File: config.mk
export PLATFORM = sky130hd
export DESIGN_NAME = page_range_list_parser
export DESIGN_NICKNAME = d
export VERILOG_FILES = /design/src/rtl/core/prl_pkg.sv /design/src/rtl/core/prl_core.sv /design/src/rtl/core/prl_outq.sv /design/src/rtl/core/page_range_list_parser.sv
export SDC_FILE = /design/constraint.sdc
export NUM_CORES = 2
export LEC_CHECK = 0
export BUFFER_PORTS_ARGS = -buffer_cell sky130_fd_sc_hd__buf_2
export CAP_MARGIN = 20
export CORE_MARGIN = 8
export CORE_UTILIZATION = 57
export CTS_CLUSTER_SIZE = 12
export DETAILED_ROUTE_END_ITERATION = 8
export PLACE_DENSITY_LB_ADDON = 0.05
export RECOVER_POWER = 100
export SYNTH_ARGS = -nofsm -noshare
export SYNTH_HDL_FRONTEND = slang
export SYNTH_SLANG_ARGS = --single-unit
File: constraint.sdc
create_clock -name aclk -period 52.3 [get_ports aclk]
set_input_delay 2.615 -clock aclk [delete_from_list [all_inputs] [get_ports aclk]]
set_output_delay 2.615 -clock aclk [all_outputs]
set_load 0.02 [all_outputs]
File: src/rtl/core/prl_pkg.sv
`timescale 1ns / 1ps

package prl_pkg;

    // fixed field widths of a result word
    localparam int FIELD_BITS = 20;
    localparam int TOTAL_BITS = 32;
    localparam int CH_BITS    = 8;
    localparam int PAR_BITS   = 2;

    localparam logic [FIELD_BITS-1:0] FIELD_MAX       = {FIELD_BITS{1'b1}};
    localparam logic [FIELD_BITS-1:0] MAX_PAGES_RESET = FIELD_BITS'(99999);
    localparam int                    PAGE_BITS_DEF   = 20;

    // characters of the list syntax
    localparam logic [CH_BITS-1:0] CH_NUL    = 8'h00;
    localparam logic [CH_BITS-1:0] CH_HYPHEN = 8'h2d;
    localparam logic [CH_BITS-1:0] CH_ZERO   = 8'h30;
    localparam logic [CH_BITS-1:0] CH_NINE   = 8'h39;
    localparam logic [CH_BITS-1:0] CH_E_LO   = 8'h65;
    localparam logic [CH_BITS-1:0] CH_E_UP   = 8'h45;
    localparam logic [CH_BITS-1:0] CH_O_LO   = 8'h6f;
    localparam logic [CH_BITS-1:0] CH_O_UP   = 8'h4f;

    // parity codes
    localparam logic [PAR_BITS-1:0] PAR_ALL  = 2'd0;
    localparam logic [PAR_BITS-1:0] PAR_ODD  = 2'd1;
    localparam logic [PAR_BITS-1:0] PAR_EVEN = 2'd2;

    // parse phases
    localparam logic [2:0] PH_START   = 3'd0;
    localparam logic [2:0] PH_NUM1    = 3'd1;
    localparam logic [2:0] PH_AFTER1  = 3'd2;
    localparam logic [2:0] PH_PARONLY = 3'd3;
    localparam logic [2:0] PH_HYPH    = 3'd4;
    localparam logic [2:0] PH_NUM2    = 3'd5;
    localparam logic [2:0] PH_SEP     = 3'd6;

    // output queue
    localparam int OQ_DEPTH = 4;
    localparam int OQ_PTR_W = 2;
    localparam int OQ_CNT_W = 3;

    typedef struct packed {
        logic [FIELD_BITS-1:0] first_page;
        logic [FIELD_BITS-1:0] last_page;
        logic [PAR_BITS-1:0]   parity;
        logic [FIELD_BITS-1:0] pages_counted;
        logic [TOTAL_BITS-1:0] total_pages;
        logic                  list_end;
    } result_t;

endpackage

File: src/rtl/core/prl_core.sv
`timescale 1ns / 1ps

module prl_core
    import prl_pkg::*;
#(
    parameter int PAGE_BITS = PAGE_BITS_DEF
) (
    input  logic                  aclk,
    input  logic                  aresetn,
    input  logic                  fire,
    input  logic [CH_BITS-1:0]    ch,
    input  logic [FIELD_BITS-1:0] max_pages,
    output logic                  rng_valid,
    output result_t               rng_word,
    output logic                  fin_valid,
    output result_t               fin_word
);

    localparam int MW   = (PAGE_BITS > FIELD_BITS) ? PAGE_BITS : FIELD_BITS;
    localparam int SW   = MW + 2;
    localparam int SUMW = ((SW > TOTAL_BITS) ? SW : TOTAL_BITS) + 1;
    localparam logic [PAGE_BITS-1:0] NUM_MAX = {PAGE_BITS{1'b1}};

    logic [2:0]            phase_reg, phase_next;
    logic [PAGE_BITS-1:0]  start_reg, start_next;
    logic [PAGE_BITS-1:0]  end_reg, end_next;
    logic [PAR_BITS-1:0]   par_reg, par_next;
    logic                  open_reg, open_next;
    logic [TOTAL_BITS-1:0] total_reg, total_next;
    logic                  seen_reg, seen_next;

    logic                  digit;
    logic [3:0]            dval;
    logic [PAR_BITS-1:0]   mark;
    logic                  is_hyph;
    logic                  is_nul;
    logic                  sep;

    logic signed [SW-1:0]  mx, a0, bfix, b0, a1, b1, lo, hi, lo_c, hi_c, diff;
    logic                  eff_open, asc, in_range, empty;
    logic [SW-1:0]         cnt;
    logic [SUMW-1:0]       sum;
    logic [TOTAL_BITS-1:0] total_after;

    function automatic logic [PAGE_BITS-1:0] add_digit(input logic [PAGE_BITS-1:0] v,
                                                        input logic [3:0] d);
        logic [PAGE_BITS+3:0] r;
        r = {1'b0, v, 3'b000} + {3'b000, v, 1'b0} + (PAGE_BITS+4)'(d);
        return (r > (PAGE_BITS+4)'(NUM_MAX)) ? NUM_MAX : r[PAGE_BITS-1:0];
    endfunction

    function automatic logic [FIELD_BITS-1:0] clamp_field(input logic signed [SW-1:0] x);
        logic [FIELD_BITS-1:0] r;
        if (x < 0) begin
            r = '0;
        end else if (x > $signed(SW'(FIELD_MAX))) begin
            r = FIELD_MAX;
        end else begin
            r = x[FIELD_BITS-1:0];
        end
        return r;
    endfunction

    function automatic logic signed [SW-1:0] to_even(input logic signed [SW-1:0] x);
        return x & ~SW'(1);
    endfunction

    function automatic logic signed [SW-1:0] to_odd(input logic signed [SW-1:0] x);
        return x | SW'(1);
    endfunction

    always_comb begin
        digit   = (ch >= CH_ZERO) && (ch <= CH_NINE);
        dval    = digit ? ch[3:0] : 4'd0;
        is_hyph = (ch == CH_HYPHEN);
        is_nul  = (ch == CH_NUL);
        if (ch == CH_E_LO || ch == CH_E_UP) begin
            mark = PAR_EVEN;
        end else if (ch == CH_O_LO || ch == CH_O_UP) begin
            mark = PAR_ODD;
        end else begin
            mark = PAR_ALL;
        end
    end

    // phase step
    always_comb begin
        phase_next = phase_reg;
        start_next = start_reg;
        end_next   = end_reg;
        par_next   = par_reg;
        open_next  = open_reg;
        sep        = 1'b0;
        case (phase_reg)
            PH_NUM1: begin
                if (digit) begin
                    start_next = add_digit(start_reg, dval);
                end else if (mark != PAR_ALL) begin
                    par_next   = mark;
                    phase_next = PH_AFTER1;
                end else if (is_hyph) begin
                    phase_next = PH_HYPH;
                end else begin
                    end_next  = start_reg;
                    open_next = 1'b0;
                    sep       = 1'b1;
                end
            end
            PH_AFTER1: begin
                if (is_hyph) begin
                    phase_next = PH_HYPH;
                end else begin
                    end_next  = start_reg;
                    open_next = 1'b0;
                    sep       = 1'b1;
                end
            end
            PH_PARONLY: begin
                start_next = PAGE_BITS'(1);
                if (is_hyph) begin
                    phase_next = PH_HYPH;
                end else begin
                    open_next = 1'b0;
                    sep       = 1'b1;
                end
            end
            PH_HYPH: begin
                if (mark != PAR_ALL) begin
                    par_next   = mark;
                    open_next  = 1'b1;
                    phase_next = PH_SEP;
                end else if (digit) begin
                    end_next   = PAGE_BITS'(dval);
                    open_next  = 1'b0;
                    phase_next = PH_NUM2;
                end else begin
                    open_next = 1'b1;
                    sep       = 1'b1;
                end
            end
            PH_NUM2: begin
                if (digit) begin
                    end_next = add_digit(end_reg, dval);
                end else if (mark != PAR_ALL) begin
                    par_next   = mark;
                    phase_next = PH_SEP;
                end else begin
                    sep = 1'b1;
                end
            end
            PH_SEP: begin
                sep = 1'b1;
            end
            default: begin
                phase_next = PH_START;
                start_next = '0;
                end_next   = '0;
                par_next   = PAR_ALL;
                open_next  = 1'b0;
                if (!is_nul) begin
                    if (digit) begin
                        start_next = PAGE_BITS'(dval);
                        phase_next = PH_NUM1;
                    end else if (mark != PAR_ALL) begin
                        par_next   = mark;
                        phase_next = PH_PARONLY;
                    end else if (is_hyph) begin
                        start_next = PAGE_BITS'(1);
                        phase_next = PH_HYPH;
                    end
                end
            end
        endcase
        if (sep) begin
            phase_next = PH_START;
        end
    end

    // range finish, from the values the token closes with
    always_comb begin
        mx = $signed({{(SW-FIELD_BITS){1'b0}}, max_pages});
        a0 = (phase_reg == PH_PARONLY) ? SW'(1) : $signed({{(SW-PAGE_BITS){1'b0}}, start_reg});
        if (phase_reg == PH_NUM1 || phase_reg == PH_AFTER1) begin
            bfix = $signed({{(SW-PAGE_BITS){1'b0}}, start_reg});
        end else if (phase_reg == PH_PARONLY) begin
            bfix = mx;
        end else begin
            bfix = $signed({{(SW-PAGE_BITS){1'b0}}, end_reg});
        end
        if (phase_reg == PH_HYPH) begin
            eff_open = 1'b1;
        end else if (phase_reg == PH_NUM1 || phase_reg == PH_AFTER1 ||
                     phase_reg == PH_PARONLY) begin
            eff_open = 1'b0;
        end else begin
            eff_open = open_reg;
        end
        b0  = eff_open ? ((mx < a0) ? a0 : mx) : bfix;
        asc = (b0 >= a0);
        if (par_reg == PAR_EVEN) begin
            a1 = asc ? to_even(a0 + SW'(1)) : to_even(a0);
            b1 = asc ? to_even(b0) : to_even(b0 + SW'(1));
        end else if (par_reg == PAR_ODD) begin
            a1 = asc ? to_odd(a0) : to_odd(a0 - SW'(1));
            b1 = asc ? to_odd(b0 - SW'(1)) : to_odd(b0);
        end else begin
            a1 = a0;
            b1 = b0;
        end
        empty    = (a1 <= 0) && (b1 <= 0);
        lo       = (a1 < b1) ? a1 : b1;
        hi       = (a1 < b1) ? b1 : a1;
        in_range = !(((mx > 0) && (lo > mx)) || (hi < 1));
        lo_c     = (lo < 1) ? SW'(1) : lo;
        hi_c     = ((mx > 0) && (hi > mx)) ? mx : hi;
        diff     = hi_c - lo_c;
        if (!in_range) begin
            cnt = '0;
        end else if (par_reg == PAR_ALL) begin
            cnt = diff + SW'(1);
        end else if (hi_c >= lo_c) begin
            cnt = (diff + SW'(2)) >> 1;
        end else begin
            cnt = '0;
        end
        sum = SUMW'(total_reg) + SUMW'(cnt);
        if (sum[SUMW-1:TOTAL_BITS] != '0) begin
            total_after = {TOTAL_BITS{1'b1}};
        end else begin
            total_after = sum[TOTAL_BITS-1:0];
        end
    end

    always_comb begin
        rng_valid              = fire && sep && !empty;
        rng_word.first_page    = clamp_field(a1);
        rng_word.last_page     = clamp_field(b1);
        rng_word.parity        = par_reg;
        rng_word.pages_counted = (cnt > SW'(FIELD_MAX)) ? FIELD_MAX : cnt[FIELD_BITS-1:0];
        rng_word.total_pages   = total_after;
        rng_word.list_end      = 1'b0;

        fin_valid              = fire && is_nul;
        fin_word.first_page    = '0;
        fin_word.last_page     = '0;
        fin_word.parity        = PAR_ALL;
        fin_word.pages_counted = '0;
        fin_word.total_pages   = (sep && !empty) ? total_after : total_reg;
        if (!seen_reg) begin
            fin_word.total_pages = TOTAL_BITS'(max_pages);
        end
        fin_word.list_end      = 1'b1;

        total_next = (sep && !empty) ? total_after : total_reg;
        seen_next  = seen_reg | !is_nul;
    end

    always_ff @(posedge aclk) begin
        if (!aresetn) begin
            phase_reg <= PH_START;
            start_reg <= '0;
            end_reg   <= '0;
            par_reg   <= PAR_ALL;
            open_reg  <= 1'b0;
            total_reg <= '0;
            seen_reg  <= 1'b0;
        end else if (fire) begin
            if (is_nul) begin
                // end of list: everything back to its reset value
                phase_reg <= PH_START;
                start_reg <= '0;
                end_reg   <= '0;
                par_reg   <= PAR_ALL;
                open_reg  <= 1'b0;
                total_reg <= '0;
                seen_reg  <= 1'b0;
            end else begin
                phase_reg <= phase_next;
                start_reg <= start_next;
                end_reg   <= end_next;
                par_reg   <= par_next;
                open_reg  <= open_next;
                total_reg <= total_next;
                seen_reg  <= seen_next;
            end
        end
    end

endmodule

File: src/rtl/core/prl_outq.sv
`timescale 1ns / 1ps

module prl_outq
    import prl_pkg::*;
(
    input  logic    aclk,
    input  logic    aresetn,
    input  logic    push0,
    input  result_t word0,
    input  logic    push1,
    input  result_t word1,
    input  logic    pop,
    output logic    head_valid,
    output result_t head_word,
    output logic    has_room
);

    result_t             q_mem [OQ_DEPTH];
    logic [OQ_PTR_W-1:0] wr_ptr_reg, rd_ptr_reg;
    logic [OQ_PTR_W-1:0] wr_idx1;
    logic [OQ_CNT_W-1:0] count_reg, count_next;

    assign wr_idx1    = wr_ptr_reg + OQ_PTR_W'(push0);
    assign head_valid = (count_reg != '0);
    assign head_word  = q_mem[rd_ptr_reg];
    // room for the two words one character can cause
    assign has_room   = (count_reg <= OQ_CNT_W'(OQ_DEPTH - 2));
    assign count_next = count_reg + OQ_CNT_W'(push0) + OQ_CNT_W'(push1) - OQ_CNT_W'(pop);

    always_ff @(posedge aclk) begin
        if (push0) begin
            q_mem[wr_ptr_reg] <= word0;
        end
        if (push1) begin
            q_mem[wr_idx1] <= word1;
        end
    end

    always_ff @(posedge aclk) begin
        if (!aresetn) begin
            wr_ptr_reg <= '0;
            rd_ptr_reg <= '0;
            count_reg  <= '0;
        end else begin
            wr_ptr_reg <= wr_ptr_reg + OQ_PTR_W'(push0) + OQ_PTR_W'(push1);
            rd_ptr_reg <= rd_ptr_reg + OQ_PTR_W'(pop);
            count_reg  <= count_next;
        end
    end

endmodule

File: src/rtl/core/page_range_list_parser.sv
`timescale 1ns / 1ps

// channel   direction  handshake            payload
// s_        in         s_valid / s_ready    s_ch (one character, 0 ends the list)
// m_        out        m_valid / m_ready    first_page, last_page, parity,
//                                           pages_counted, total_pages, list_end
// cfg_      in         cfg_we               cfg_wdata (max_pages)
//
// one character per cycle while the queue has room: each character is held in the input
// register, then the parse step and range count run on it and write up to two words into a
// four-entry output queue, whose head drives m_.
// s_ready drops only while the queue has fewer than two free entries.
// synchronous active-low reset clears the parse state, the running total and the queue.

module page_range_list_parser
    import prl_pkg::*;
#(
    parameter int PAGE_BITS = PAGE_BITS_DEF
) (
    input  logic                  aclk,
    input  logic                  aresetn,
    input  logic                  cfg_we,
    input  logic [FIELD_BITS-1:0] cfg_wdata,
    input  logic                  s_valid,
    output logic                  s_ready,
    input  logic [CH_BITS-1:0]    s_ch,
    output logic                  m_valid,
    input  logic                  m_ready,
    output logic [FIELD_BITS-1:0] m_first_page,
    output logic [FIELD_BITS-1:0] m_last_page,
    output logic [PAR_BITS-1:0]   m_parity,
    output logic [FIELD_BITS-1:0] m_pages_counted,
    output logic [TOTAL_BITS-1:0] m_total_pages,
    output logic                  m_list_end
);

    logic [FIELD_BITS-1:0] max_pages_reg;
    logic                  in_valid_reg;
    logic [CH_BITS-1:0]    in_ch_reg;
    logic                  fire;
    logic                  has_room;
    logic                  rng_valid, fin_valid;
    result_t               rng_word, fin_word, head_word;

    assign fire    = in_valid_reg && has_room;
    assign s_ready = !in_valid_reg || fire;

    always_ff @(posedge aclk) begin
        if (!aresetn) begin
            max_pages_reg <= MAX_PAGES_RESET;
            in_valid_reg  <= 1'b0;
        end else begin
            if (cfg_we) begin
                max_pages_reg <= cfg_wdata;
            end
            if (s_ready) begin
                in_valid_reg <= s_valid;
            end
        end
    end

    always_ff @(posedge aclk) begin
        if (s_ready && s_valid) begin
            in_ch_reg <= s_ch;
        end
    end

    prl_core #(
        .PAGE_BITS (PAGE_BITS)
    ) u_core (
        .aclk      (aclk),
        .aresetn   (aresetn),
        .fire      (fire),
        .ch        (in_ch_reg),
        .max_pages (max_pages_reg),
        .rng_valid (rng_valid),
        .rng_word  (rng_word),
        .fin_valid (fin_valid),
        .fin_word  (fin_word)
    );

    prl_outq u_outq (
        .aclk       (aclk),
        .aresetn    (aresetn),
        .push0      (rng_valid),
        .word0      (rng_word),
        .push1      (fin_valid),
        .word1      (fin_word),
        .pop        (m_valid && m_ready),
        .head_valid (m_valid),
        .head_word  (head_word),
        .has_room   (has_room)
    );

    assign m_first_page    = head_word.first_page;
    assign m_last_page     = head_word.last_page;
    assign m_parity        = head_word.parity;
    assign m_pages_counted = head_word.pages_counted;
    assign m_total_pages   = head_word.total_pages;
    assign m_list_end      = head_word.list_end;

endmodule
==> key figures <==
Drt
  • Post-DRT Antenna Nets: 0
  • Avg WL per Cell: 27.5 µm
  • M1 wire length: 46.6 mm
  • Met3 WL: 10.5 mm
  • Drt total wl: 122 mm
  • DRC violations left: 0
  • Vias: 31.4k
  • DR vias/cell: 7.10
  • Initial DRC count: 3,491
  • TritonRoute pass-1 iters: 7
  • DR top layer: met5
  • Met2 WL: 56.4 mm

Die
  • Die ar.: 67,100 µm²
  • Initial cell density of the core: 57.3%
  • # IOs: 130
  • Die height: 259 µm
  • Core ar.: 58,700 µm²
  • Std-Cell Rows: 89
  • Die Wd: 259 µm

Min path
  • Worst Hold Class: flop to flop
  • Hold path start: u_outq.q_mem[2][89]
  • WHS Path Cells: 1
  • Hold endpoint: u_outq.q_mem[2][89]

Setup path
  • R2R cell count: 74
  • CP max-delay cell: clkbuf_1
  • Worst-path fanout max: 52
  • Setup crit end kind: flop
  • CP peak stage delay: 1.63 ns
  • Register-to-register setup slack: 26.13 ns
  • FF-to-FF Start: u_core.phase_reg[2]
  • Crit path DAT: 26.52 ns
  • CP required: 52.65 ns
  • CP Class: flop to flop
  • CP Buf/Inv Count: 8
  • Crit path max-delay family: compound AO/OA/AOI/OAI gates
  • R2r endpoint: u_outq.q_mem[3][13]
  • Crit path top cell by count: o21ai_0
  • Startpoint types: flop

Synthesis
  • Async set or reset register ratio after synthesis: 0%
  • Synth Register Bits: 495
  • Synth warn: 0
  • Mapped Cells: 3,613
  • Syn Area/Cell: 9.31 µm²
  • Mapped cell area: 33,600 µm²
  • Synthesized net count: 3,888
  • Post-synth top flop: dfxtp_1
  • EDFF count, synth: 136
  • Sequential-to-total area share from yosys stat: 33.5%
  • Synth unique cells: 96

Finish
  • Commonest non-fill, non-tap cell in the layout: dfxtp_1
  • Area Growth Syn to Fin: 7.53%
  • Post-route cell area: 36,200 µm²
  • Fin nets: 3,886
  • Fraction of layout cells with a size suffix above 1: 8.94%
  • Number of antenna repair diodes: 0
  • Leading cell types in the layout, fill and taps excluded: dfxtp_1 (357), nand2_1 (300), ha_1 (234)
  • Max reg flops: 380

Timing
  • Slew Limit Headroom: -156%
  • Clock skew: 0.0491 ns
  • Fin crit period: 26.17 ns
  • Final hold violation count: 0
  • Final setup margin: 26.13 ns
  • Fmax: 0.0382 GHz
  • Slew @ Worst Pin: 3.83 ns
  • Max Transition Viols Final: 1,000
  • RSZ-0062 raised after global routing: no
  • Period utilization: 50.0%
  • Final TNS setup: 0 ns
  • Final count of negative-setup-slack endpoints: 0

Clocking
  • Number of setup buffers added after CTS: 0
  • Post-CTS sizing: 0
  • Worst-path clk slew: 0.07 ns
  • Htree depth: 2
  • Post-CTS Hold Buffers: 0
  • CTS tree: yes
  • Worst-Skew Late Latency: 0.65 ns
  • Number of clock sinks: 495
  • Root Buffer Master: clkbuf_16
  • Max clock buf depth: 3
  • CTS Buf Count: 52

Power and ir drop
  • Peak VDD IR: 70.5 µV
  • Final Power: 1.75 mW
  • Lkg Pwr: 13.5 nW
  • Power per Cell Area: 48.3 nW/µm²

GRT
  • Vias in the first global route: 31.1k
  • Gr usage total: 35.0%
  • Global route total overflow: 0
  • Largest net degree at the start of global routing: 97
  • First-pass GRT wire length: 185 mm
  • Antenna violations before repair: 3

Placement
  • Pre-CTS setup slack: 31.25 ns
  • IO buf count: 129
  • DP HPWL: 85.4 mm
  • Placed Area: 34,800 µm²
  • Routability-driven placement congestion ratio: 0.984

Run status
  • Status: finished with violations
  • Failing checks: max-capacitance violations, max-slew violations

Job
  • Max cap viols: 25
worst max path at each step:
| stage | from | endpoint | slack, ns | depth (start not counted) |
|---|---|---|---|---|
| floorplan | u_core.phase_reg[2] | u_outq.q_mem[1][17] | 34.57 | 82 |
| global placement | u_core.phase_reg[2] | u_outq.q_mem[1][13] | 31.06 | 73 |
| detailed placement | u_core.phase_reg[2] | u_outq.q_mem[1][13] | 31.25 | 74 |
| CTS | u_core.phase_reg[2] | u_outq.q_mem[1][13] | 31.17 | 74 |
| global route | u_core.phase_reg[2] | u_outq.q_mem[1][15] | 24.05 | 74 |
| finish | u_core.phase_reg[2] | u_outq.q_mem[3][13] | 26.13 | 74 |
metal layers:
| layer | up-vias | GRT usage, % |
|---|---|---|
| met5 | - | 0 |
| met2 | 1894 | 57.5 |
| met1 | 15115 | 43.2 |
| met3 | 461 | 5.35 |
| li1 | 13889 | - |
| met4 | 4 | 20.8 |
synth_stat cells, drive strengths merged, types with 31 or more instances:
library cell  number  area [µm²]
buf               96         513
nor2             183         689
dfxtp            359        7190
o221ai            79         692
o22ai             38         238
mux2i             62         677
o21a              44         330
nand2b            64         400
edfxtp           136        4080
nor3              67         335
a22o              87         762
a32o              82         821
a21boi            34         255
a21oi            174         897
nor2b             61         382
xor2              45         394
nor4              31         200
o2bb2ai          110         963
a22oi             35         263
ha               234        2930
a21o              45         338
clkbuf           167         627
xnor2             87         762
o211ai            43         323
nand4             49         307
mux4              95        2140
nand3            176         881
inv              105         394
o21ai            159         800
nand2            300        1130
and2              52         325
through the flow:
step,hold WS (ns),std cells,util (%)
after floorplan,0.427,3613,-
after global placement,0.439,4327,59.2
after detailed placement,0.443,4329,59.2
after CTS,0.460,4418,62.1
after global routing,0.469,4419,61.7
final,0.459,4419,61.7
report_power, final:
group / internal (mW) / total (mW) / switching (mW)
Combinational: 0.326 / 0.963 / 0.637
Sequential: 0.404 / 0.417 / 0.0130
Clock: 0.207 / 0.368 / 0.161
cell families (layout without fill, tap and decap cells):
| kind of cell | count (synthesis) | after routing | synth area share [%] |
|---|---|---|---|
| AND/OR/NAND/NOR | 1106 | 1106 | 16.4 |
| AO/OA/AOI/OAI | 1095 | 1095 | 24.0 |
| flip-flops | 495 | 495 | 33.5 |
| buffers and inverters | 370 | 403 | 4.58 |
| adder cells (fa/ha/maj) | 246 | 246 | 9.30 |
| multiplexers | 169 | 169 | 8.77 |
| XOR/XNOR | 132 | 132 | 3.44 |
cell type report:
type	instances	area, µm²
inverter	107	402
clock inverter	13	184
sequential	495	11300
fill	4941	22500
timing repair buffer	207	1040
tap	773	967
clock buffer	76	1480
multi-input combinational	2748	20800
(Power assumes the default switching activity.)
